==> src/sv/sstq_pkg.sv <==
// Package with the types, codes and constants of the sleep timer queue.
package sstq_pkg;

   localparam int DEFAULT_QUEUE_DEPTH = 16;
   localparam int MAX_RESULTS         = 16;
   localparam int MS_PER_SECOND       = 1000;

   localparam int TIME_W  = 32;
   localparam int SECS_W  = 16;
   localparam int PID_W   = 8;
   localparam int KIND_W  = 2;
   localparam int PROD_W  = 26;
   localparam int ENTRY_W = TIME_W + PID_W;

   typedef enum logic {
      OP_SLEEP = 1'b0,
      OP_TICK  = 1'b1
   } op_type;

   typedef enum logic [KIND_W-1:0] {
      KIND_ACCEPTED = 2'd0,
      KIND_REJECTED = 2'd1,
      KIND_WOKEN    = 2'd2
   } kind_type;

   typedef struct packed {
      logic [TIME_W-1:0] wake;
      logic [PID_W-1:0]  owner;
   } entry_type;

   typedef enum logic [3:0] {
      ST_IDLE,
      ST_MUL,
      ST_ADD,
      ST_WALK,
      ST_SHIFT,
      ST_ACK,
      ST_RD,
      ST_CHK,
      ST_EMIT,
      ST_FIN
   } state_type;

endpackage

==> src/sv/sstq_ifs.sv <==
// Valid/ready channel interfaces for the request and response sides.
interface sstq_req_if;
   logic                        valid;
   logic                        ready;
   logic                        operation;
   logic [sstq_pkg::TIME_W-1:0] current_time;
   logic [sstq_pkg::SECS_W-1:0] sleep_seconds;
   logic [sstq_pkg::PID_W-1:0]  process_id;

   modport source (output valid, output operation, output current_time,
                   output sleep_seconds, output process_id, input ready);
   modport sink   (input valid, input operation, input current_time,
                   input sleep_seconds, input process_id, output ready);
endinterface

interface sstq_rsp_if;
   logic                        valid;
   logic                        ready;
   logic [sstq_pkg::KIND_W-1:0] kind;
   logic [sstq_pkg::PID_W-1:0]  woken_id;
   logic [sstq_pkg::TIME_W-1:0] wake_time;
   logic                        last;

   modport source (output valid, output kind, output woken_id, output wake_time,
                   output last, input ready);
   modport sink   (input valid, input kind, input woken_id, input wake_time,
                   input last, output ready);
endinterface

==> src/sv/sstq_ram.sv <==
// Generic single-write, single-read RAM with registered read data.
module sstq_ram #(
   parameter int WIDTH = 8,
   parameter int DEPTH = 16
) (
   input  logic                     clock,
   input  logic                     wr_en,
   input  logic [$clog2(DEPTH)-1:0] wr_addr,
   input  logic [WIDTH-1:0]         wr_data,
   input  logic                     rd_en,
   input  logic [$clog2(DEPTH)-1:0] rd_addr,
   output logic [WIDTH-1:0]         rd_data
);

   logic [WIDTH-1:0] mem_ff [DEPTH];
   logic [WIDTH-1:0] rd_data_ff;

   always_ff @(posedge clock) begin
      if (wr_en) begin
         mem_ff[wr_addr] <= wr_data;
      end
      if (rd_en) begin
         rd_data_ff <= mem_ff[rd_addr];
      end
   end

   assign rd_data = rd_data_ff;

endmodule

==> src/sv/sorted_sleep_timer_queue_core.sv <==
// Sorted sleep timer queue: sleepers kept in wakeup order, woken by clock ticks.
//
// The block holds up to QUEUE_DEPTH sleepers in a circular buffer in RAM, kept
// sorted by wakeup time, with a head pointer and an entry count in flip-flops.
// A sleep request (operation 0) computes its wakeup time as current_time plus
// sleep_seconds times 1000, saturating at the top of the 32-bit range, and is
// inserted after every entry with an earlier or equal wakeup time, so equal
// times keep arrival order. It always gives exactly one response item: kind 0
// when stored, kind 1 when the queue is full, each carrying the wakeup time and
// last set. A clock tick (operation 1) wakes every head entry whose wakeup time
// is at or before current_time, at most 16 per tick, one response item of kind
// 2 per entry, with last on the final one; a tick that wakes nothing gives no
// response. One item is worked on at a time and req ready is low meanwhile.
// All walking goes through one RAM read port and one shared magnitude
// comparator. Req ready is high again once the last response item of a
// request is loaded, or once a tick finds nothing due. A sleep walks back from
// its free slot, moving each entry with a later wakeup time down one slot,
// until an entry with an earlier or equal wakeup time or the head of the queue
// ends the walk. A tick reads the entries from the head and holds each due one
// back until the next read shows whether it is the last. A response item waits
// in an output register, and a stalled consumer holds the work until that
// register can take the next item.
// No clearing pass is needed after reset: only slots below the entry count are
// ever read.
module sorted_sleep_timer_queue_core #(
   parameter int QUEUE_DEPTH = sstq_pkg::DEFAULT_QUEUE_DEPTH
) (
   input logic         clock,
   input logic         reset,
   sstq_req_if.sink    req_if,
   sstq_rsp_if.source  rsp_if
);

   import sstq_pkg::*;

   // Address, count and wrap-sum widths follow from the queue depth.
   localparam int AW = $clog2(QUEUE_DEPTH);
   localparam int CW = $clog2(QUEUE_DEPTH + 1);
   localparam int SW = CW + 1;
   // At most this many entries are woken by one tick.
   localparam int RESULT_CAP = (QUEUE_DEPTH < MAX_RESULTS) ? QUEUE_DEPTH : MAX_RESULTS;

   // Slot of the entry that sits a given distance behind the head.
   function automatic logic [AW-1:0] wrap_addr(input logic [AW-1:0] base,
                                               input logic [CW-1:0] off);
      logic [SW-1:0] sum;
      sum = SW'(base) + SW'(off);
      if (sum >= SW'(QUEUE_DEPTH)) begin
         sum = sum - SW'(QUEUE_DEPTH);
      end
      return sum[AW-1:0];
   endfunction

   // Control state.
   state_type     state_ff,      state_in;
   logic [AW-1:0] head_ff,       head_in;
   logic [CW-1:0] count_ff,      count_in;
   logic [CW-1:0] idx_ff,        idx_in;
   logic          pend_valid_ff, pend_valid_in;
   logic          rsp_valid_ff,  rsp_valid_in;

   // Working payload of the item in flight.
   logic [TIME_W-1:0] key_ff,  key_in;
   logic [SECS_W-1:0] secs_ff, secs_in;
   logic [PID_W-1:0]  pid_ff,  pid_in;
   logic [PROD_W-1:0] prod_ff, prod_in;
   kind_type          ack_kind_ff, ack_kind_in;
   entry_type         pend_ff, pend_in;

   // Response output register.
   kind_type          rsp_kind_ff, rsp_kind_in;
   logic [PID_W-1:0]  rsp_id_ff,   rsp_id_in;
   logic [TIME_W-1:0] rsp_wake_ff, rsp_wake_in;
   logic              rsp_last_ff, rsp_last_in;

   // RAM port signals.
   logic              wr_en;
   logic [AW-1:0]     wr_addr;
   entry_type         wr_entry;
   logic              rd_en;
   logic [AW-1:0]     rd_addr;
   logic [ENTRY_W-1:0] rd_bits;
   entry_type         rd_entry;

   logic              out_free;
   logic              cmp_gt;
   logic [TIME_W:0]   wake_sum;

   sstq_ram #(
      .WIDTH (ENTRY_W),
      .DEPTH (QUEUE_DEPTH)
   ) u_ram (
      .clock   (clock),
      .wr_en   (wr_en),
      .wr_addr (wr_addr),
      .wr_data (wr_entry),
      .rd_en   (rd_en),
      .rd_addr (rd_addr),
      .rd_data (rd_bits)
   );

   assign rd_entry = entry_type'(rd_bits);

   // The one shared comparator: is the entry just read due later than the key?
   // The key holds the new wakeup time during a sleep and the tick time during
   // a tick.
   assign cmp_gt = rd_entry.wake > key_ff;

   // The output register can take a new item when it is empty or being drained.
   assign out_free = !rsp_valid_ff || rsp_if.ready;

   assign wake_sum = {1'b0, key_ff} + (TIME_W + 1)'(prod_ff);

   always_ff @(posedge clock) begin
      if (reset) begin
         state_ff      <= ST_IDLE;
         head_ff       <= '0;
         count_ff      <= '0;
         idx_ff        <= '0;
         pend_valid_ff <= 1'b0;
         rsp_valid_ff  <= 1'b0;
      end else begin
         state_ff      <= state_in;
         head_ff       <= head_in;
         count_ff      <= count_in;
         idx_ff        <= idx_in;
         pend_valid_ff <= pend_valid_in;
         rsp_valid_ff  <= rsp_valid_in;
      end
   end

   always_ff @(posedge clock) begin
      key_ff      <= key_in;
      secs_ff     <= secs_in;
      pid_ff      <= pid_in;
      prod_ff     <= prod_in;
      ack_kind_ff <= ack_kind_in;
      pend_ff     <= pend_in;
      rsp_kind_ff <= rsp_kind_in;
      rsp_id_ff   <= rsp_id_in;
      rsp_wake_ff <= rsp_wake_in;
      rsp_last_ff <= rsp_last_in;
   end

   always_comb begin
      state_in      = state_ff;
      head_in       = head_ff;
      count_in      = count_ff;
      idx_in        = idx_ff;
      pend_valid_in = pend_valid_ff;
      key_in        = key_ff;
      secs_in       = secs_ff;
      pid_in        = pid_ff;
      prod_in       = prod_ff;
      ack_kind_in   = ack_kind_ff;
      pend_in       = pend_ff;
      rsp_kind_in   = rsp_kind_ff;
      rsp_id_in     = rsp_id_ff;
      rsp_wake_in   = rsp_wake_ff;
      rsp_last_in   = rsp_last_ff;
      rsp_valid_in  = rsp_valid_ff && !rsp_if.ready;

      wr_en          = 1'b0;
      wr_addr        = wrap_addr(head_ff, idx_ff);
      wr_entry.wake  = key_ff;
      wr_entry.owner = pid_ff;
      rd_en          = 1'b0;
      rd_addr        = wrap_addr(head_ff, idx_ff);
      req_if.ready   = 1'b0;

      unique case (state_ff)
         ST_IDLE: begin
            req_if.ready = 1'b1;
            if (req_if.valid) begin
               key_in        = req_if.current_time;
               secs_in       = req_if.sleep_seconds;
               pid_in        = req_if.process_id;
               idx_in        = '0;
               pend_valid_in = 1'b0;
               state_in      = (op_type'(req_if.operation) == OP_TICK) ? ST_RD : ST_MUL;
            end
         end

         ST_MUL: begin
            prod_in  = PROD_W'(secs_ff) * PROD_W'(MS_PER_SECOND);
            state_in = ST_ADD;
         end

         ST_ADD: begin
            // Saturate the wakeup time at the top of the time range.
            key_in = wake_sum[TIME_W] ? '1 : wake_sum[TIME_W-1:0];
            if (count_ff == CW'(QUEUE_DEPTH)) begin
               ack_kind_in = KIND_REJECTED;
               state_in    = ST_ACK;
            end else begin
               ack_kind_in = KIND_ACCEPTED;
               idx_in      = count_ff;
               state_in    = ST_WALK;
            end
         end

         ST_WALK: begin
            // idx is the free slot; look at the entry just in front of it.
            if (idx_ff == '0) begin
               wr_en    = 1'b1;
               count_in = count_ff + 1'b1;
               state_in = ST_ACK;
            end else begin
               rd_en    = 1'b1;
               rd_addr  = wrap_addr(head_ff, idx_ff - 1'b1);
               state_in = ST_SHIFT;
            end
         end

         ST_SHIFT: begin
            wr_en = 1'b1;
            if (cmp_gt) begin
               // A later entry moves back one slot to make room.
               wr_entry = rd_entry;
               idx_in   = idx_ff - 1'b1;
               state_in = ST_WALK;
            end else begin
               count_in = count_ff + 1'b1;
               state_in = ST_ACK;
            end
         end

         ST_ACK: begin
            if (out_free) begin
               rsp_valid_in = 1'b1;
               rsp_kind_in  = ack_kind_ff;
               rsp_id_in    = pid_ff;
               rsp_wake_in  = key_ff;
               rsp_last_in  = 1'b1;
               state_in     = ST_IDLE;
            end
         end

         ST_RD: begin
            if (idx_ff < count_ff && idx_ff < CW'(RESULT_CAP)) begin
               rd_en    = 1'b1;
               state_in = ST_CHK;
            end else begin
               state_in = ST_FIN;
            end
         end

         ST_CHK: begin
            // A due entry is held back one step so that the last one is known.
            if (cmp_gt) begin
               state_in = ST_FIN;
            end else if (pend_valid_ff) begin
               state_in = ST_EMIT;
            end else begin
               pend_in       = rd_entry;
               pend_valid_in = 1'b1;
               idx_in        = idx_ff + 1'b1;
               state_in      = ST_RD;
            end
         end

         ST_EMIT: begin
            if (out_free) begin
               rsp_valid_in = 1'b1;
               rsp_kind_in  = KIND_WOKEN;
               rsp_id_in    = pend_ff.owner;
               rsp_wake_in  = pend_ff.wake;
               rsp_last_in  = 1'b0;
               pend_in      = rd_entry;
               idx_in       = idx_ff + 1'b1;
               state_in     = ST_RD;
            end
         end

         ST_FIN: begin
            if (!pend_valid_ff) begin
               state_in = ST_IDLE;
            end else if (out_free) begin
               rsp_valid_in  = 1'b1;
               rsp_kind_in   = KIND_WOKEN;
               rsp_id_in     = pend_ff.owner;
               rsp_wake_in   = pend_ff.wake;
               rsp_last_in   = 1'b1;
               pend_valid_in = 1'b0;
               head_in       = wrap_addr(head_ff, idx_ff);
               count_in      = count_ff - idx_ff;
               state_in      = ST_IDLE;
            end
         end

         default: begin
            state_in = ST_IDLE;
         end
      endcase
   end

   assign rsp_if.valid     = rsp_valid_ff;
   assign rsp_if.kind      = rsp_kind_ff;
   assign rsp_if.woken_id  = rsp_id_ff;
   assign rsp_if.wake_time = rsp_wake_ff;
   assign rsp_if.last      = rsp_last_ff;

endmodule

==> src/flat_wrapper.sv <==
// flat-port wrapper written by rule: the top's interface ports become plain ports
module sorted_sleep_timer_queue_core_flat import sstq_pkg::*;
#(
   parameter int QUEUE_DEPTH = sstq_pkg::DEFAULT_QUEUE_DEPTH
)
  (clock, reset, req_if_valid, req_if_operation, req_if_current_time, req_if_sleep_seconds, req_if_process_id, req_if_ready, rsp_if_valid, rsp_if_kind, rsp_if_woken_id, rsp_if_wake_time, rsp_if_last, rsp_if_ready);
  sstq_req_if req_if_i ();
  sstq_rsp_if rsp_if_i ();
  input logic clock;
  input logic reset;
  input wire logic [$bits(req_if_i.valid)-1:0] req_if_valid;
  input wire logic [$bits(req_if_i.operation)-1:0] req_if_operation;
  input wire logic [$bits(req_if_i.current_time)-1:0] req_if_current_time;
  input wire logic [$bits(req_if_i.sleep_seconds)-1:0] req_if_sleep_seconds;
  input wire logic [$bits(req_if_i.process_id)-1:0] req_if_process_id;
  output wire logic [$bits(req_if_i.ready)-1:0] req_if_ready;
  output wire logic [$bits(rsp_if_i.valid)-1:0] rsp_if_valid;
  output wire logic [$bits(rsp_if_i.kind)-1:0] rsp_if_kind;
  output wire logic [$bits(rsp_if_i.woken_id)-1:0] rsp_if_woken_id;
  output wire logic [$bits(rsp_if_i.wake_time)-1:0] rsp_if_wake_time;
  output wire logic [$bits(rsp_if_i.last)-1:0] rsp_if_last;
  input wire logic [$bits(rsp_if_i.ready)-1:0] rsp_if_ready;
  assign req_if_i.valid = req_if_valid;
  assign req_if_i.operation = req_if_operation;
  assign req_if_i.current_time = req_if_current_time;
  assign req_if_i.sleep_seconds = req_if_sleep_seconds;
  assign req_if_i.process_id = req_if_process_id;
  assign req_if_ready = req_if_i.ready;
  assign rsp_if_valid = rsp_if_i.valid;
  assign rsp_if_kind = rsp_if_i.kind;
  assign rsp_if_woken_id = rsp_if_i.woken_id;
  assign rsp_if_wake_time = rsp_if_i.wake_time;
  assign rsp_if_last = rsp_if_i.last;
  assign rsp_if_i.ready = rsp_if_ready;
  sorted_sleep_timer_queue_core #(.QUEUE_DEPTH(QUEUE_DEPTH)) u_core (.clock(clock), .reset(reset), .req_if(req_if_i), .rsp_if(rsp_if_i));
endmodule
==> config.mk <==
export PLATFORM = sky130hd
export DESIGN_NAME = sorted_sleep_timer_queue_core_flat
export DESIGN_NICKNAME = d
export VERILOG_FILES = /design/src/sv/sstq_pkg.sv /design/src/sv/sstq_ifs.sv /design/src/sv/sstq_ram.sv /design/src/sv/sorted_sleep_timer_queue_core.sv /design/src/flat_wrapper.sv
export SDC_FILE = /design/constraint.sdc
export NUM_CORES = 1
export LEC_CHECK = 0
export BUFFER_PORTS_ARGS = -buffer_cell sky130_fd_sc_hd__buf_2
export CAP_MARGIN = 20
export CORE_UTILIZATION = 23
export CTS_CLUSTER_SIZE = 8
export DETAILED_ROUTE_END_ITERATION = 7
export PLACE_DENSITY = 0.44
export SYNTH_ARGS = -nofsm -noshare
export SYNTH_HDL_FRONTEND = slang
export SYNTH_SLANG_ARGS = --single-unit
==> constraint.sdc <==
create_clock -name clock -period 5.8 [get_ports clock]
set_clock_uncertainty 0.2 [all_clocks]
set_input_delay 1.16 -clock clock [delete_from_list [all_inputs] [get_ports clock]]
set_output_delay 1.16 -clock clock [all_outputs]
set_load 0.05 [all_outputs]
* Word-level counts from Yosys, hierarchy flattened
Memory sizes are Yosys's and may differ from the RTL's. A register that Yosys moved wholly into a read port is not among the register bits.
Index checks and enable logic that the tools add are counted.
** Operators by class
- $lt $le $gt $ge :: 5
- Reductions and logical operators :: 24
- Add/sub/neg operators :: 9
- Multipliers :: 1
- Multiplexer cells :: 70
- Equal/unequal tests :: 21
** Operators by type and width (number)
- $mux W40 :: 5
- $mux W32 :: 5
- $pmux W32 S3 :: 1
- $pmux W40 S2 :: 1
- $pmux W32 S2 :: 1
- $mux W5 :: 10
- $mux W4 :: 11
- $pmux W4 S10 :: 1
- $add A32 B26 Y33 :: 1
- $gt A32 B32 Y1 :: 1
- $pmux W5 S5 :: 1
- $mux W8 :: 3
- $pmux W8 S3 :: 1
- $mul A16 B7 Y23 const B :: 1
- $mux W1 :: 17
- $eq A4 B3 Y1 const B :: 4
- $pmux W5 S3 :: 1
- $add A4 B5 Y6 :: 2
- $ge A6 B5 Y1 const B :: 2
- $ne A2 B1 Y1 const B :: 6
- $reduce_and A3 Y1 :: 4
- $add A5 B1 Y5 const B :: 2
- $ne A2 B2 Y1 const B :: 5
- $mux W3 :: 3
- 26 further kinds :: 41
** Storage, ports and cells
- RAM bits :: 640
- Memories :: 1
- Input bits :: 61
- Register bits after elaboration :: 184
- Output and inout bits :: 45
** Memories
- u_core.u_ram.mem_ff :: words 16, bits a word 40, rd ports 1, clocked after memory_dff 1, wr ports 1, RTL line sstq_ram.sv:15 : logic [WIDTH-1:0] mem_ff [DEPTH];

* Longest topological paths before layout
- Depth after elaboration :: 6
- Mapped depth :: 16
- Mapped depth without buffers :: 16

* Modules after synthesis
A second synthesis with hierarchy kept.
** Second synthesis, totals
- Cell total of the unflattened synthesis :: 2232
- Area, all modules :: 38234.2 um2
** Modules (own cells, without submodules)
- sstq_ram :: cells each 1040, times used 1, area an instance 25532.0 um2, seq. area each 20419.6 um2
- sorted_sleep_timer_queue_core :: cells each 1192, times used 1, area an instance 12702.2 um2, seq. area each 5295.1 um2

* Least setup slack after synthesis
OpenSTA, ideal clock, no wires.
- Kind :: register to register
- Start :: register u_core.u_ram.rd_data_ff[27] (netlist: u_core.u_ram.rd_data[27]), read port of u_core.u_ram.mem_ff
- End :: register u_core.pend_ff[0] (netlist name) (enable)
- Buffers on the path :: 0
- Period minus slack after synthesis :: 5.494 ns
- Library setup time :: 0.493 ns
- Stages on the path, launching flop included :: 10
- Arrival time :: 4.801 ns
- Data required time :: 5.107 ns
- Path slack :: 0.306 ns
- Cell sequence :: edfxtp_1 ha_1 a21o_1 a21o_1 a211oi_1 o21ai_0 a21oi_2 o311a_1 o21ai_0 o21ai_0
** On the way
- Cells in the longest elaborated chain, start to end :: 3
** Ends and longest elaborated chain
- start: declaration :: RTL line sstq_ram.sv:16 : logic [WIDTH-1:0] rd_data_ff;
- $gt A32 B32 Y1 :: RTL line sorted_sleep_timer_queue_core.sv:107 : assign cmp_gt = rd_entry.wake > key_ff;
- $ne A2 B2 Y1 (no line)
- $reduce_and A4 Y1 (no line)
- end signal: assignment :: RTL line sorted_sleep_timer_queue_core.sv:138 : pend_ff <= pend_in;
- end: declaration :: RTL line sorted_sleep_timer_queue_core.sv:68 : entry_type pend_ff, pend_in;
Every way passes these cells.
A chain may end at the register's enable or synchronous reset.

* Worst setup path after layout
- Start :: register u_core.secs_ff[2]
- End :: register u_core.prod_ff[25] (data pin)
** On the way
- Cells in the longest elaborated chain, start to end :: 1
** Ends and longest elaborated chain
- start: declaration :: RTL line sorted_sleep_timer_queue_core.sv:64 : logic [SECS_W-1:0] secs_ff, secs_in;
- start signal: assignment :: RTL line sorted_sleep_timer_queue_core.sv:134 : secs_ff <= secs_in;
- $mul A16 B7 Y23 :: RTL line sorted_sleep_timer_queue_core.sv:185 : prod_in = PROD_W'(secs_ff) * PROD_W'(MS_PER_SECOND);
- end signal: assignment :: RTL line sorted_sleep_timer_queue_core.sv:136 : prod_ff <= prod_in;
- end: declaration :: RTL line sorted_sleep_timer_queue_core.sv:66 : logic [PROD_W-1:0] prod_ff, prod_in;
Every way passes these cells.

==> metrics.txt <==
Hold WC Path Type=flip-flop to flip-flop; # IOs=106; Worst R2R Start=u_core.secs_ff[2]; reg2reg setup slack=0.48 ns; Final Max Tran Viols=0; I/O Buffers=105; Initial DRC Count=1796; wire per inst=22.3 um; Final ANT Viol Nets=0; hpwl dp=64400 um; Remaining Overflow, GRT=0; max-cap viol count=0; Power per Cell Area=623 nW/um^2; Worst Max-Slew Pin Slew=1.07 ns; clock transition at the registers of the reported paths=0.06 ns; Post-DP Area=42100 um^2; Net Count, Synth=2524; endpoints failing setup=0; largest net degree at the start of global routing=81; post-synth top area share=0.657; nets=2725; most common cell in the netlist=edfxtp_1; R2R Path End=u_core.prod_ff[25]; die span in x=411 um; hold path start=u_core.u_ram.rd_data[3]; finished layout cell area=45300 um^2; flop and latch count out of synthesis=863; Syn Std Cell Area=38600 um^2; Achievable Freq=0.188 GHz; R2R depth=16; Cells after DPL=4551; FP Rows=149; Hold Path End=u_core.pend_ff[3]; Hold Vio Cnt, Final=0; DRC=0; DR vias=20700; Die H=411 um; clock period minus worst slack=5.32 ns; post-cts sizing count=0; routed wire length=104000 um; WS Path Type=flip-flop to flip-flop; synth cell count leaders=edfxtp_1, mux4_2, nand2_1; Root Buffer=clkbuf_16; Worst VDD drop=0.844 mV; final std cells w/o fill=4692; async set-reset flop share out of synthesis=0; leading area contributor after synthesis=edfxtp_1; type of destination of the critical path=flip-flop; mean post-synth cell area=16.9 um^2; Max Buffers Root-to-Sink=3; register area share after synthesis=0.667; setup TNS=0 ns; Placeable Area=166000 um^2; data required time of the worst path=6.04 ns; layout cell share with drive strength beyond 1=0.222; TritonCTS clock tree=built; first-pass GRT wire length=152000 um; Setup Buffers After CTS=0; H-tree Lvls=3; synth warn=0; Pleak=15.5 nW; critical path data arrival time=5.55 ns; synth top area cells=edfxtp_1, mux4_2, ha_1; startpoint types=flip-flop; number of synthesized flops with an enable pin=843; unrepaired setup endpoints after global routing=no; unique cell type count in the Yosys netlist=83; ys flop type=edfxtp_1; clock buffer count from CTS=119; hold path cells=0; clk_lat worst skew=0.75 ns; Initial Util=0.233; initial antenna violation count=4; Crit Path Max Fanout=5; post-synthesis cell count=2282; CTS Hold Bufs=0; Total Routing Usage GR=0.124; Slew headroom=0.282; Clock Sinks=863; First-pass DRT Iterations=5; Final period util=0.917; vias in the first global route=21400; outcome=finished clean; Vias/cell=4.41; Die ar.=169000 um^2; Area growth, synth to finish=17.6%; Placer Congestion=0.791
==> report_power, final <==
part	leakage (nW)	internal, W	total, W	switching [W]
sequential	7.78	0.00879	0.00924	0.000454
combinational	6.17	0.00529	0.0128	0.00748
clock	1.56	0.00362	0.00621	0.00259
total	15.5	0.0177	0.0282	0.0105
==> sequential cells by signal, summed over array words and instances (netlist names), 2 cells and up <==
register                 count
u_core.u_ram.mem_ff        640
u_core.rsp_if.wake_time     32
u_core.pend_ff              40
u_core.prod_ff              23
u_core.state_ff              4
u_core.rsp_if.woken_id       8
u_core.rsp_if.kind           2
u_core.idx_ff                5
u_core.secs_ff              16
u_core.u_ram.rd_data        40
u_core.key_ff               32
u_core.pid_ff                8
u_core.count_ff              5
u_core.head_ff               4
==> per-stage QoR <==
stage	worst slack (ns)	hold slack (ns)	util	power [W]
floorplan	0.306	0.222	-	0.0188
global placement	0.487	0.236	0.254	0.0224
detailed placement	0.480	0.242	0.254	0.0223
CTS	0.467	0.255	0.273	0.0287
global route	0.112	0.264	0.273	0.0305
finish	0.483	0.254	0.273	0.0282
==> how the worst max path moves through the flow <==
stage	from	end	slack (ns)	depth (start not counted)
after CTS	u_core.secs_ff[2]	u_core.prod_ff[25]	0.47	16
after detailed placement	u_core.secs_ff[2]	u_core.prod_ff[25]	0.48	16
after global routing	u_core.secs_ff[3]	u_core.prod_ff[25]	0.11	16
after floorplan	u_core.u_ram.rd_data[27]	u_core.pend_ff[0]	0.31	9
after global placement	u_core.secs_ff[2]	u_core.prod_ff[25]	0.49	16
final	u_core.secs_ff[2]	u_core.prod_ff[25]	0.48	16
==> metal layers <==
| metal | share of wire | wire length, um | up-vias | GRT usage |
|---|---|---|---|---|
| met1 | 0.50 | 52400 | 10800 | 0.191 |
| li1 | - | - | 9264 | - |
| met3 | 0.054 | 5680 | 114 | 0.0215 |
| met5 | 0 | 0 | - | 0 |
| met4 | 0.016 | 1680 | 0 | 0.0264 |
| met2 | 0.43 | 44700 | 496 | 0.179 |
==> critical path, cell delays in order, from the launching register on <==
cell and delay, ns:
edfxtp_1 0.51, inv_1 0.17, fa_1 0.45, fa_1 0.49, fa_1 0.51, fa_1 0.55, inv_1 0.04, ha_1 0.34
or4_1 0.53, o21ai_0 0.12, a211o_1 0.17, a31oi_1 0.15, a211oi_1 0.28, nor3_1 0.13, a21o_1 0.19, a21oi_1 0.16
xnor2_1 0.08
==> cell usage in the layout (no fill, tap or decap), types with 5 or more instances in the layout <==
cell	count
or2_2	5
mux2_2	39
mux4_2	160
a211oi_1	48
edfxtp_1	843
nor3_1	16
dfxtp_1	20
nand4_1	10
o21ai_0	60
buf_2	105
nor2b_1	48
o21ai_1	20
clkbuf_16	119
a311oi_1	7
mux2i_1	43
fa_1	58
o211ai_1	5
clkinv_16	5
a21oi_1	105
clkinv_1	6
nand2_1	157
buf_4	50
a31oi_1	13
nor2_1	56
inv_1	123
a21o_1	33
nand2b_1	15
xor2_1	21
o21a_1	6
buf_12	17
clkbuf_1	9
nor2_4	17
ha_1	123
and3_1	10
nand3_1	14
xnor2_1	29
==> area by class of cell <==
cell class                 instances  area (um^2)
sequential                       863        25700
clock buffer                     128         3010
antenna                            1         2.50
inverter                         126          473
clock inverter                    12          194
fill                           16600       120000
timing repair buffer             172         1240
multi-input combinational       1201        11900
tap                             2189         2740
==> logic make-up after synthesis <==
family,count (synthesis),synth area share
adders and majority gates,181,0.0700
and+or+nand+nor,376,0.0466
muxes,243,0.116
xor gates and xnor gates,52,0.0123
DFF,863,0.667
AOI/OAI and AO/OA,349,0.0596
buffers and inverters,218,0.0280
(Power assumes the default switching activity.)
